===== src/auf_pkg.sv =====
// Package for the 128-bit UUID advertising field matcher.
// Holds field type codes, widths and the parser phase type; no dependencies.
`default_nettype none

package auf_pkg;

  // Number of leading UUID-list value bytes compared against the configured UUID
  localparam int unsigned UUID_BYTES = 16;
  localparam int unsigned POS_W      = $clog2(UUID_BYTES + 1);
  localparam int unsigned SEL_W      = (UUID_BYTES > 1) ? $clog2(UUID_BYTES) : 1;

  localparam int unsigned BYTE_W     = 8;
  localparam int unsigned CFG_W      = 64;
  localparam int unsigned CFG_IDX_W  = 1;

  // Configuration register indexes
  localparam logic [CFG_IDX_W-1:0] REG_UUID_LOW  = 1'b0;
  localparam logic [CFG_IDX_W-1:0] REG_UUID_HIGH = 1'b1;

  // AD types for 128-bit service UUID lists
  localparam logic [BYTE_W-1:0] AD_TYPE_UUID128_PARTIAL  = 8'h06;
  localparam logic [BYTE_W-1:0] AD_TYPE_UUID128_COMPLETE = 8'h07;

  // Parser phase, one-hot
  typedef enum logic [2:0] {
    PH_LENGTH = 3'b001,
    PH_TYPE   = 3'b010,
    PH_VALUE  = 3'b100
  } phase_t;

endpackage

`default_nettype wire


===== src/adv_uuid128_field_matcher_core.sv =====
// Top level of the 128-bit UUID advertising field matcher.
// Depends on auf_pkg for constants and the parser phase type.
`default_nettype none

// Usage:
//   The slave stream takes one advertising payload byte per word on s_tdata,
//   with s_tlast high on the final byte of the packet. The parser walks the
//   length-type-value fields and, for fields of type 0x06/0x07, compares the
//   first 16 value bytes with the UUID held in the two config registers.
//   Zero length bytes are padding; fields shorter than 16 value bytes, or cut
//   off by the packet end before the 16th value byte, never match.
//   Only the final byte of a packet yields a result word on the master
//   stream: m_tdata[0] is service_found. It appears in the cycle after the
//   final byte is taken, from a single output register.
//   Throughput is one byte per cycle: the parse state updates in the cycle a
//   byte is taken. s_tready is low only while a result waits in the output
//   register and m_tready is low, so a stall holds the input side until the
//   result is taken.
//   Config registers are written through cfg_we/cfg_index/cfg_data; the user
//   must write them only while the block is idle, which the block itself
//   does not enforce. An out-of-range index cannot occur with two registers.
//   Synchronous reset clears parse state, m_tvalid and both UUID registers.

module adv_uuid128_field_matcher_core (
  input  wire logic                          clk,
  input  wire logic                          rst,
  // Input stream
  input  wire logic                          s_tvalid,
  output logic                               s_tready,
  input  wire logic [auf_pkg::BYTE_W-1:0]    s_tdata,   // [7:0] payload_byte
  input  wire logic                          s_tlast,   // last_byte
  // Result stream
  output logic                               m_tvalid,
  input  wire logic                          m_tready,
  output logic [auf_pkg::BYTE_W-1:0]         m_tdata,   // [0] service_found, [7:1] zero
  // Config write port
  input  wire logic                          cfg_we,
  input  wire logic [auf_pkg::CFG_IDX_W-1:0] cfg_index,
  input  wire logic [auf_pkg::CFG_W-1:0]     cfg_data
);

  localparam int unsigned POS_W = auf_pkg::POS_W;
  localparam int unsigned SEL_W = auf_pkg::SEL_W;
  localparam logic [POS_W-1:0] POS_FULL = POS_W'(auf_pkg::UUID_BYTES);

  // UUID registers
  logic [auf_pkg::CFG_W-1:0] uuid_low;
  logic [auf_pkg::CFG_W-1:0] uuid_high;
  logic [2*auf_pkg::CFG_W-1:0] uuid_all;

  // Parse state
  auf_pkg::phase_t            phase, phase_next;
  logic [auf_pkg::BYTE_W-1:0] bytes_left, bytes_left_next;
  logic [POS_W-1:0]           value_pos, value_pos_next;
  logic                       is_uuid_list, is_uuid_list_next;
  logic                       compare_ok, compare_ok_next;
  logic                       found, found_next;

  // Output register
  logic                       result;

  logic                       in_accept;
  logic [auf_pkg::BYTE_W-1:0] ref_byte;
  logic [POS_W-1:0]           pos_inc;
  logic [auf_pkg::BYTE_W-1:0] left_dec;

  assign s_tready  = !m_tvalid || m_tready;
  assign in_accept = s_tvalid && s_tready;
  assign m_tdata   = {{(auf_pkg::BYTE_W-1){1'b0}}, result};

  // Config writes
  always_ff @(posedge clk) begin
    if (rst) begin
      uuid_low  <= '0;
      uuid_high <= '0;
    end else if (cfg_we) begin
      unique case (cfg_index)
        auf_pkg::REG_UUID_LOW:  uuid_low  <= cfg_data;
        auf_pkg::REG_UUID_HIGH: uuid_high <= cfg_data;
        default: ;
      endcase
    end
  end

  // Expected UUID byte at the current value position
  assign uuid_all = {uuid_high, uuid_low};
  assign ref_byte = uuid_all[{value_pos[SEL_W-1:0], 3'b000} +: auf_pkg::BYTE_W];
  assign pos_inc  = value_pos + POS_W'(1);
  assign left_dec = bytes_left - auf_pkg::BYTE_W'(1);

  // Field walk for one byte
  always_comb begin
    phase_next        = phase;
    bytes_left_next   = bytes_left;
    value_pos_next    = value_pos;
    is_uuid_list_next = is_uuid_list;
    compare_ok_next   = compare_ok;
    found_next        = found;
    unique case (phase)
      auf_pkg::PH_TYPE: begin
        is_uuid_list_next = (s_tdata == auf_pkg::AD_TYPE_UUID128_PARTIAL) ||
                            (s_tdata == auf_pkg::AD_TYPE_UUID128_COMPLETE);
        compare_ok_next   = 1'b1;
        value_pos_next    = '0;
        bytes_left_next   = left_dec;
        phase_next        = (left_dec == '0) ? auf_pkg::PH_LENGTH : auf_pkg::PH_VALUE;
      end
      auf_pkg::PH_VALUE: begin
        if (value_pos < POS_FULL) begin
          compare_ok_next = compare_ok && (s_tdata == ref_byte);
          value_pos_next  = pos_inc;
          if ((pos_inc == POS_FULL) && compare_ok_next && is_uuid_list) begin
            found_next = 1'b1;
          end
        end
        bytes_left_next = left_dec;
        if (left_dec == '0) begin
          phase_next = auf_pkg::PH_LENGTH;
        end
      end
      default: begin
        // length byte; zero is padding
        phase_next = auf_pkg::PH_LENGTH;
        if (s_tdata != '0) begin
          bytes_left_next = s_tdata;
          phase_next      = auf_pkg::PH_TYPE;
        end
      end
    endcase
  end

  // Parse state update; the final byte returns everything to reset values
  always_ff @(posedge clk) begin
    if (rst) begin
      phase        <= auf_pkg::PH_LENGTH;
      bytes_left   <= '0;
      value_pos    <= '0;
      is_uuid_list <= 1'b0;
      compare_ok   <= 1'b0;
      found        <= 1'b0;
    end else if (in_accept) begin
      if (s_tlast) begin
        phase        <= auf_pkg::PH_LENGTH;
        bytes_left   <= '0;
        value_pos    <= '0;
        is_uuid_list <= 1'b0;
        compare_ok   <= 1'b0;
        found        <= 1'b0;
      end else begin
        phase        <= phase_next;
        bytes_left   <= bytes_left_next;
        value_pos    <= value_pos_next;
        is_uuid_list <= is_uuid_list_next;
        compare_ok   <= compare_ok_next;
        found        <= found_next;
      end
    end
  end

  // Result register
  always_ff @(posedge clk) begin
    if (rst) begin
      m_tvalid <= 1'b0;
    end else if (in_accept && s_tlast) begin
      m_tvalid <= 1'b1;
    end else if (m_tready) begin
      m_tvalid <= 1'b0;
    end
  end

  always_ff @(posedge clk) begin
    if (in_accept && s_tlast) begin
      result <= found_next;
    end
  end

endmodule

`default_nettype wire


===== config.mk =====
export PLATFORM = sky130hd
export DESIGN_NAME = adv_uuid128_field_matcher_core
export DESIGN_NICKNAME = d
export VERILOG_FILES = /design/src/auf_pkg.sv /design/src/adv_uuid128_field_matcher_core.sv
export SDC_FILE = /design/constraint.sdc
export NUM_CORES = 1
export LEC_CHECK = 0
export ABC_AREA = 0
export BUFFER_PORTS_ARGS = -buffer_cell sky130_fd_sc_hd__clkbuf_2
export CELL_PAD_IN_SITES_DETAIL_PLACEMENT = 1
export CELL_PAD_IN_SITES_GLOBAL_PLACEMENT = 1
export CORE_MARGIN = 3
export CORE_UTILIZATION = 46
export DETAILED_ROUTE_END_ITERATION = 8
export PLACE_DENSITY_LB_ADDON = 0.15
export SYNTH_ARGS = -nofsm -noshare
export SYNTH_HDL_FRONTEND = slang
export SYNTH_SLANG_ARGS = --single-unit

===== constraint.sdc =====
create_clock -name clk -period 6.55 [get_ports clk]
set_input_delay 0.3275 -clock clk [delete_from_list [all_inputs] [get_ports clk]]
set_output_delay 0.3275 -clock clk [all_outputs]
set_load 0.01 [all_outputs]

Word-level counts from Yosys, hierarchy flattened
Index checks and enable logic that the tools add are counted.
W data, S select, Z words.

word-level totals
  bits in registers = 149
  bits of input ports = 79
  output and inout port bits = 10
  word-level logic and storage cells = 66

operators by class
  add/subtract/negate cells = 2
  $lt $le $gt $ge = 1
  eq/ne operators = 8
  shift operators = 1
  multiplexer cells = 22
  bitwise gates (word level) = 1
  reductions and logical operators = 21

operators by type and width
  kind                   count
  $shiftx A128 B8 Y8     1
  $mux W8                3
  $eq A8 B3 Y1 const B   2
  $mux W1                10
  $mux W5                2
  $pmux W5 S2            1
  $reduce_and A2 Y1      5
  $mux W3                3
  $eq A8 B8 Y1           1
  $logic_not A8 Y1       1
  $reduce_bool A8 Y1     1
  $sub A8 B1 Y8 const B  1
  $ne A3 B3 Y1 const B   2
  $pmux W3 S2            1
  $reduce_bool A3 Y1     2
  $add A5 B1 Y5 const B  1
  $eq A5 B5 Y1 const B   1
  $logic_and A1 B1 Y1    5
  $lt A5 B5 Y1 const B   1
  $reduce_bool A2 Y1     2
  $eq A3 B2 Y1 const B   1
  $eq A3 B3 Y1 const B   1
  $reduce_and A3 Y1      1
  $logic_or A1 B1 Y1     2
  other kinds (5)        5

Depth between registers and ports, before layout
  word-level depth = 9
  gate-level depth with buffers = 9
  gate-level depth less buffers = 9

Worst setup path before layout
No wires, ideal clock.

  path kind = register -> register
  start = register value_pos[0]
  end = register compare_ok
  library setup time = 0.079 ns
  arrival = 2.033 ns
  required time = 6.471 ns
  path slack = 4.437 ns
  stages on the path, launching flop included = 10
  buffers on the path = 2
  period minus slack after synthesis = 2.113 ns
  path through = dfxtp_1 -> buf_2 -> buf_2 -> mux4_2 -> mux2i_1 -> mux2i_1 -> xnor2_1 -> nand2_1 -> nand4b_1 -> a211oi_2

between the ends
  cells in the longest elaborated chain, start to end = 6
  elaborated cells between the ends (all ways) = 9
  those cells by class = order compare (1); eq/ne (2); shift (1); mux (3); reduce/logical (2)

RTL lines
  element                 line                                   text
  from (decl)             adv_uuid128_field_matcher_core.sv:54   logic [POS_W-1:0] value_pos, value_pos_next;
  from (signal assigned)  adv_uuid128_field_matcher_core.sv:152  value_pos <= value_pos_next;
  $shiftx A128 B8 Y8      adv_uuid128_field_matcher_core.sv:87   assign ref_byte = uuid_all[{value_pos[SEL_W-1:0], 3'b000} +: auf_pkg::BYTE_W];
  $eq A8 B8 Y1            adv_uuid128_field_matcher_core.sv:110  compare_ok_next = compare_ok && (s_tdata == ref_byte);
  $logic_and A1 B1 Y1     adv_uuid128_field_matcher_core.sv:110
  $mux W1                 adv_uuid128_field_matcher_core.sv:109  if (value_pos < POS_FULL) begin
  $pmux W1 S2             adv_uuid128_field_matcher_core.sv:99   unique case (phase)
  $mux W1                 adv_uuid128_field_matcher_core.sv:142  if (s_tlast) begin
  to (signal assigned)    adv_uuid128_field_matcher_core.sv:154  compare_ok <= compare_ok_next;
  to (decl)               adv_uuid128_field_matcher_core.sv:56   logic compare_ok, compare_ok_next;

Several ways; a longest one is shown, not always the timed one. The select of a mux whose other input is x is not followed.
A chain may end at the register's enable or synchronous reset.

Worst setup path after layout
  start = register phase[0]
  end = register compare_ok

between the ends
  cells in the longest elaborated chain, start to end = 3
  elaborated cells between the ends (all ways) = 7
  those cells by class = eq/ne (3); mux (2); reduce/logical (2)

RTL lines
  element                                                        line                                   text
  from (decl)                                                    adv_uuid128_field_matcher_core.sv:52   auf_pkg::phase_t phase, phase_next;
  from (signal assigned)                                         adv_uuid128_field_matcher_core.sv:135  phase <= auf_pkg::PH_LENGTH;
  from (signal assigned)                                         adv_uuid128_field_matcher_core.sv:143  phase <= auf_pkg::PH_LENGTH;
  from (signal assigned)                                         adv_uuid128_field_matcher_core.sv:150  phase <= phase_next;
  $eq A3 B3 Y1 or $eq A3 B2 Y1 (tied branches)                   adv_uuid128_field_matcher_core.sv:99
  $ne A3 B3 Y1 (no source line) (tied with other cells)          -
  $reduce_and A3 Y1 (no source line) or $mux W1 (tied branches)  -

Several ways; a longest one is shown, not always the timed one.

==> results_dict.tcl <==
set metrics [dict create \
    status "completed" \
    synth_top_cells_by_count "277 x nand2_1, 148 x dfxtp_1, 147 x a21oi_1, 39 x clkbuf_1, 26 x mux2i_1" \
    rows 43 \
    grt_setup_unrepaired "no" \
    tightest_slew_ns 1.26 \
    inserted_diodes 0 \
    power_frac_clock_pct 45.9 \
    cts-root-to-sink-buffers 2 \
    post-dp-hpwl_um 14200 \
    maxCapViolations 0 \
    numClockSinks 149 \
    buffer_ports.inserted 81 \
    cp-end-kind "flip-flop" \
    drt_wl_total_um 21100 \
    initialDrtViolationCount 365 \
    post_drt_wl_per_cell_um 19.8 \
    postSynth.asyncResetShare_pct 0 \
    leading_post_synthesis_cells_by_cell_area "dfxtp_1 43%, nand2_1 15%, a21oi_1 11%, mux4_2 5.3%, mux2i_1 3.8%" \
    netlist.area_leader.share_pct 43.2 \
    clockRootBuffer "clkbuf_16" \
    gp_congestion 0.841 \
    worst_slew_margin_rel_pct 15.4 \
    min_delay_path_depth 3 \
    r2r-start "phase[0]" \
    p_int_mw 1.64 \
    area.growth.synth_to_final_pct 14.5 \
    start_kind "flip-flop" \
    holdWs_ns 0.138 \
    power.share.combinational_pct 9.2 \
    drive_gt1_share_pct 16.7 \
    rr_worst_depth 7 \
    cts_post_setup_buffers_inserted 0 \
    dr_vias 6112 \
    setup_total_negative_slack_ns 0 \
    power.leakage_nw 2.97 \
    drc 0 \
    max-vdd-ir-drop_v 0.000192 \
    power_per_cell_area_nw_per_um2 276 \
    synthDominantAreaCellType "dfxtp_1" \
    yosys_warnings 0 \
    cts-hold-fix-buffers 0 \
    synthCells 831 \
    cp.arrival_ns 3.41 \
    synth_seq_area_share_pct 43.6 \
    grt_usage_pct 26.3 \
    tritoncts "yes" \
    worst-r2r-setup-slack_ns 3.48 \
    die_extent_in_x_um 128 \
    cts_buffers 17 \
    ys_seq_elements 149 \
    hold_end "uuid_high[17]" \
    setup_viol 0 \
    pin_count_of_the_biggest_net_entering_global_routing 115 \
    post_cts.resized_instances 0 \
    finClkSkew_ns 0.00530 \
    floorplan.die.height_um 128 \
    timing.critical_path.required_ns 6.90 \
    seq_power_share_pct 44.9 \
    netlist-cell-type-count 52 \
    grt_overflow 0 \
    cts.reportedPaths.clkPinSlew_ns 0.06 \
    drt_pass1_iterations 6 \
    synth_enable_flop_cells 1 \
    yosys.cell_count.top_type "nand2_1" \
    post_synth.cell_area_avg_um2 8.25 \
    reg2reg_to "compare_ok" \
    fp.coreArea_um2 14200 \
    post-route-period-util_pct 46.8 \
    dominantRegCellSynth "dfxtp_1" \
    hold_path.startpoint "cfg_data[17]" \
    grt_antenna_before_repair 0 \
    ctsHtreeMaxLevel 4 \
    finish.net_count 959 \
    critPathMaxFanout 17 \
    min_path_type "input port to flip-flop" \
    slew_violations 0 \
    min_period_ns 3.07 \
    power.switching_fraction_pct 24.6 \
    initial_core_utilization_pct 48.3 \
    grt_pass1_vias 6293 \
    maxClockFrequency_mhz 326 \
    routed_via_density 5.72 \
    timing_worst_setup_path_type "flip-flop to flip-flop" \
    synth_area_um2 6860 \
    finalHoldViolations 0 \
    i_o_pin_count 89 \
    die_area_um2 16400 \
    grt_pass1_wl_um 33700 \
    final_antenna_net_count 0 \
    worstSkewPairLatency_ns 0.42 \
    total_switching_power_uw 535 \
]
==> power by group through the flow <==
stage          sequential [mW]  clock (mW)  combinational, mW
2_1_floorplan            0.982           0              0.128
3_3_place_gp             0.990           0              0.188
3_5_place_dp             0.993           0              0.197
4_1_cts                  0.974        1.01              0.200
5_1_grt                  0.978        1.04              0.222
6_report                 0.975       0.996              0.199
==> per-stage QoR <==
step	utilization [%]	std cells	setup slack (ns)	total power [mW]	instance area, um^2
after floorplan	-	837	4.44	1.11	6880
after global placement	51.1	1037	3.69	1.18	7260
after detailed placement	51.1	1037	3.56	1.19	7260
after CTS	55.3	1068	3.54	2.18	7850
after global routing	55.3	1068	3.02	2.24	7850
final	55.3	1068	3.48	2.17	7850
==> final cells by class <==
cell class / instances / area [um^2]
fill: 1751 / 6350
inverter: 7 / 26.3
tap: 180 / 225
timing repair buffer: 88 / 460
sequential: 149 / 2990
clock buffer: 21 / 460
multi-input combinational: 613 / 3560
clock inverter: 10 / 130
==> how the worst max path moves through the flow <==
stage / startpoint / end / slack, ns / cells past startpoint
finish: phase[0] / compare_ok / 3.48 / 7
global route: phase[2] / compare_ok / 3.02 / 7
CTS: phase[2] / compare_ok / 3.54 / 7
detailed placement: value_pos[1] / result / 3.56 / 7
floorplan: value_pos[0] / compare_ok / 4.44 / 9
global placement: value_pos[1] / compare_ok / 3.69 / 7
==> critical path, cell delays in order (launching register included) <==
cell      delay (ns)
dfxtp_1         0.34
nor3b_1         0.72
nor2_1          0.46
a21oi_1         0.25
o21ai_0         0.43
nor3_1          0.43
nor2_1          0.10
a211oi_2        0.25
==> placed cells by master (no fill, tap or decap), drive strengths merged, types with 4 or more instances in the layout <==
| cell | n |
|---|---|
| nor3b | 4 |
| nand2b | 7 |
| clkbuf | 101 |
| xor2 | 4 |
| buf | 8 |
| inv | 7 |
| o21ai | 13 |
| o31ai | 4 |
| a22o | 5 |
| mux2i | 26 |
| dfxtp | 148 |
| ha | 4 |
| mux4 | 25 |
| a211oi | 5 |
| nor3 | 13 |
| xnor2 | 9 |
| a221oi | 4 |
| conb | 7 |
| nor2 | 25 |
| nand2 | 277 |
| a21oi | 147 |
| clkinv | 5 |
==> routing by layer <==
layer	global-route usage, %	part of all wire (%)
met3	5.54	4.4
met1	34.5	44
met2	44.3	50
met4	6.93	1.5
met5	0	0
==> state kept, by name (all words and copies together) (netlist names), 3 cells and up <==
name	count
bytes_left	8
phase	3
uuid_high	64
uuid_low	64
value_pos	5
==> kinds of logic after synthesis <==
family | synth area share (%)
AO/OA/AOI/OAI | 15.2
XOR/XNOR | 1.66
adder cells (fa/ha/maj) | 0.730
buffers and inverters | 5.04
flip-flops | 43.6
multiplexers | 12.8
other | 0.0547
AND/OR/NAND/NOR | 20.9
Note: power is estimated with default switching activity, not from simulation.
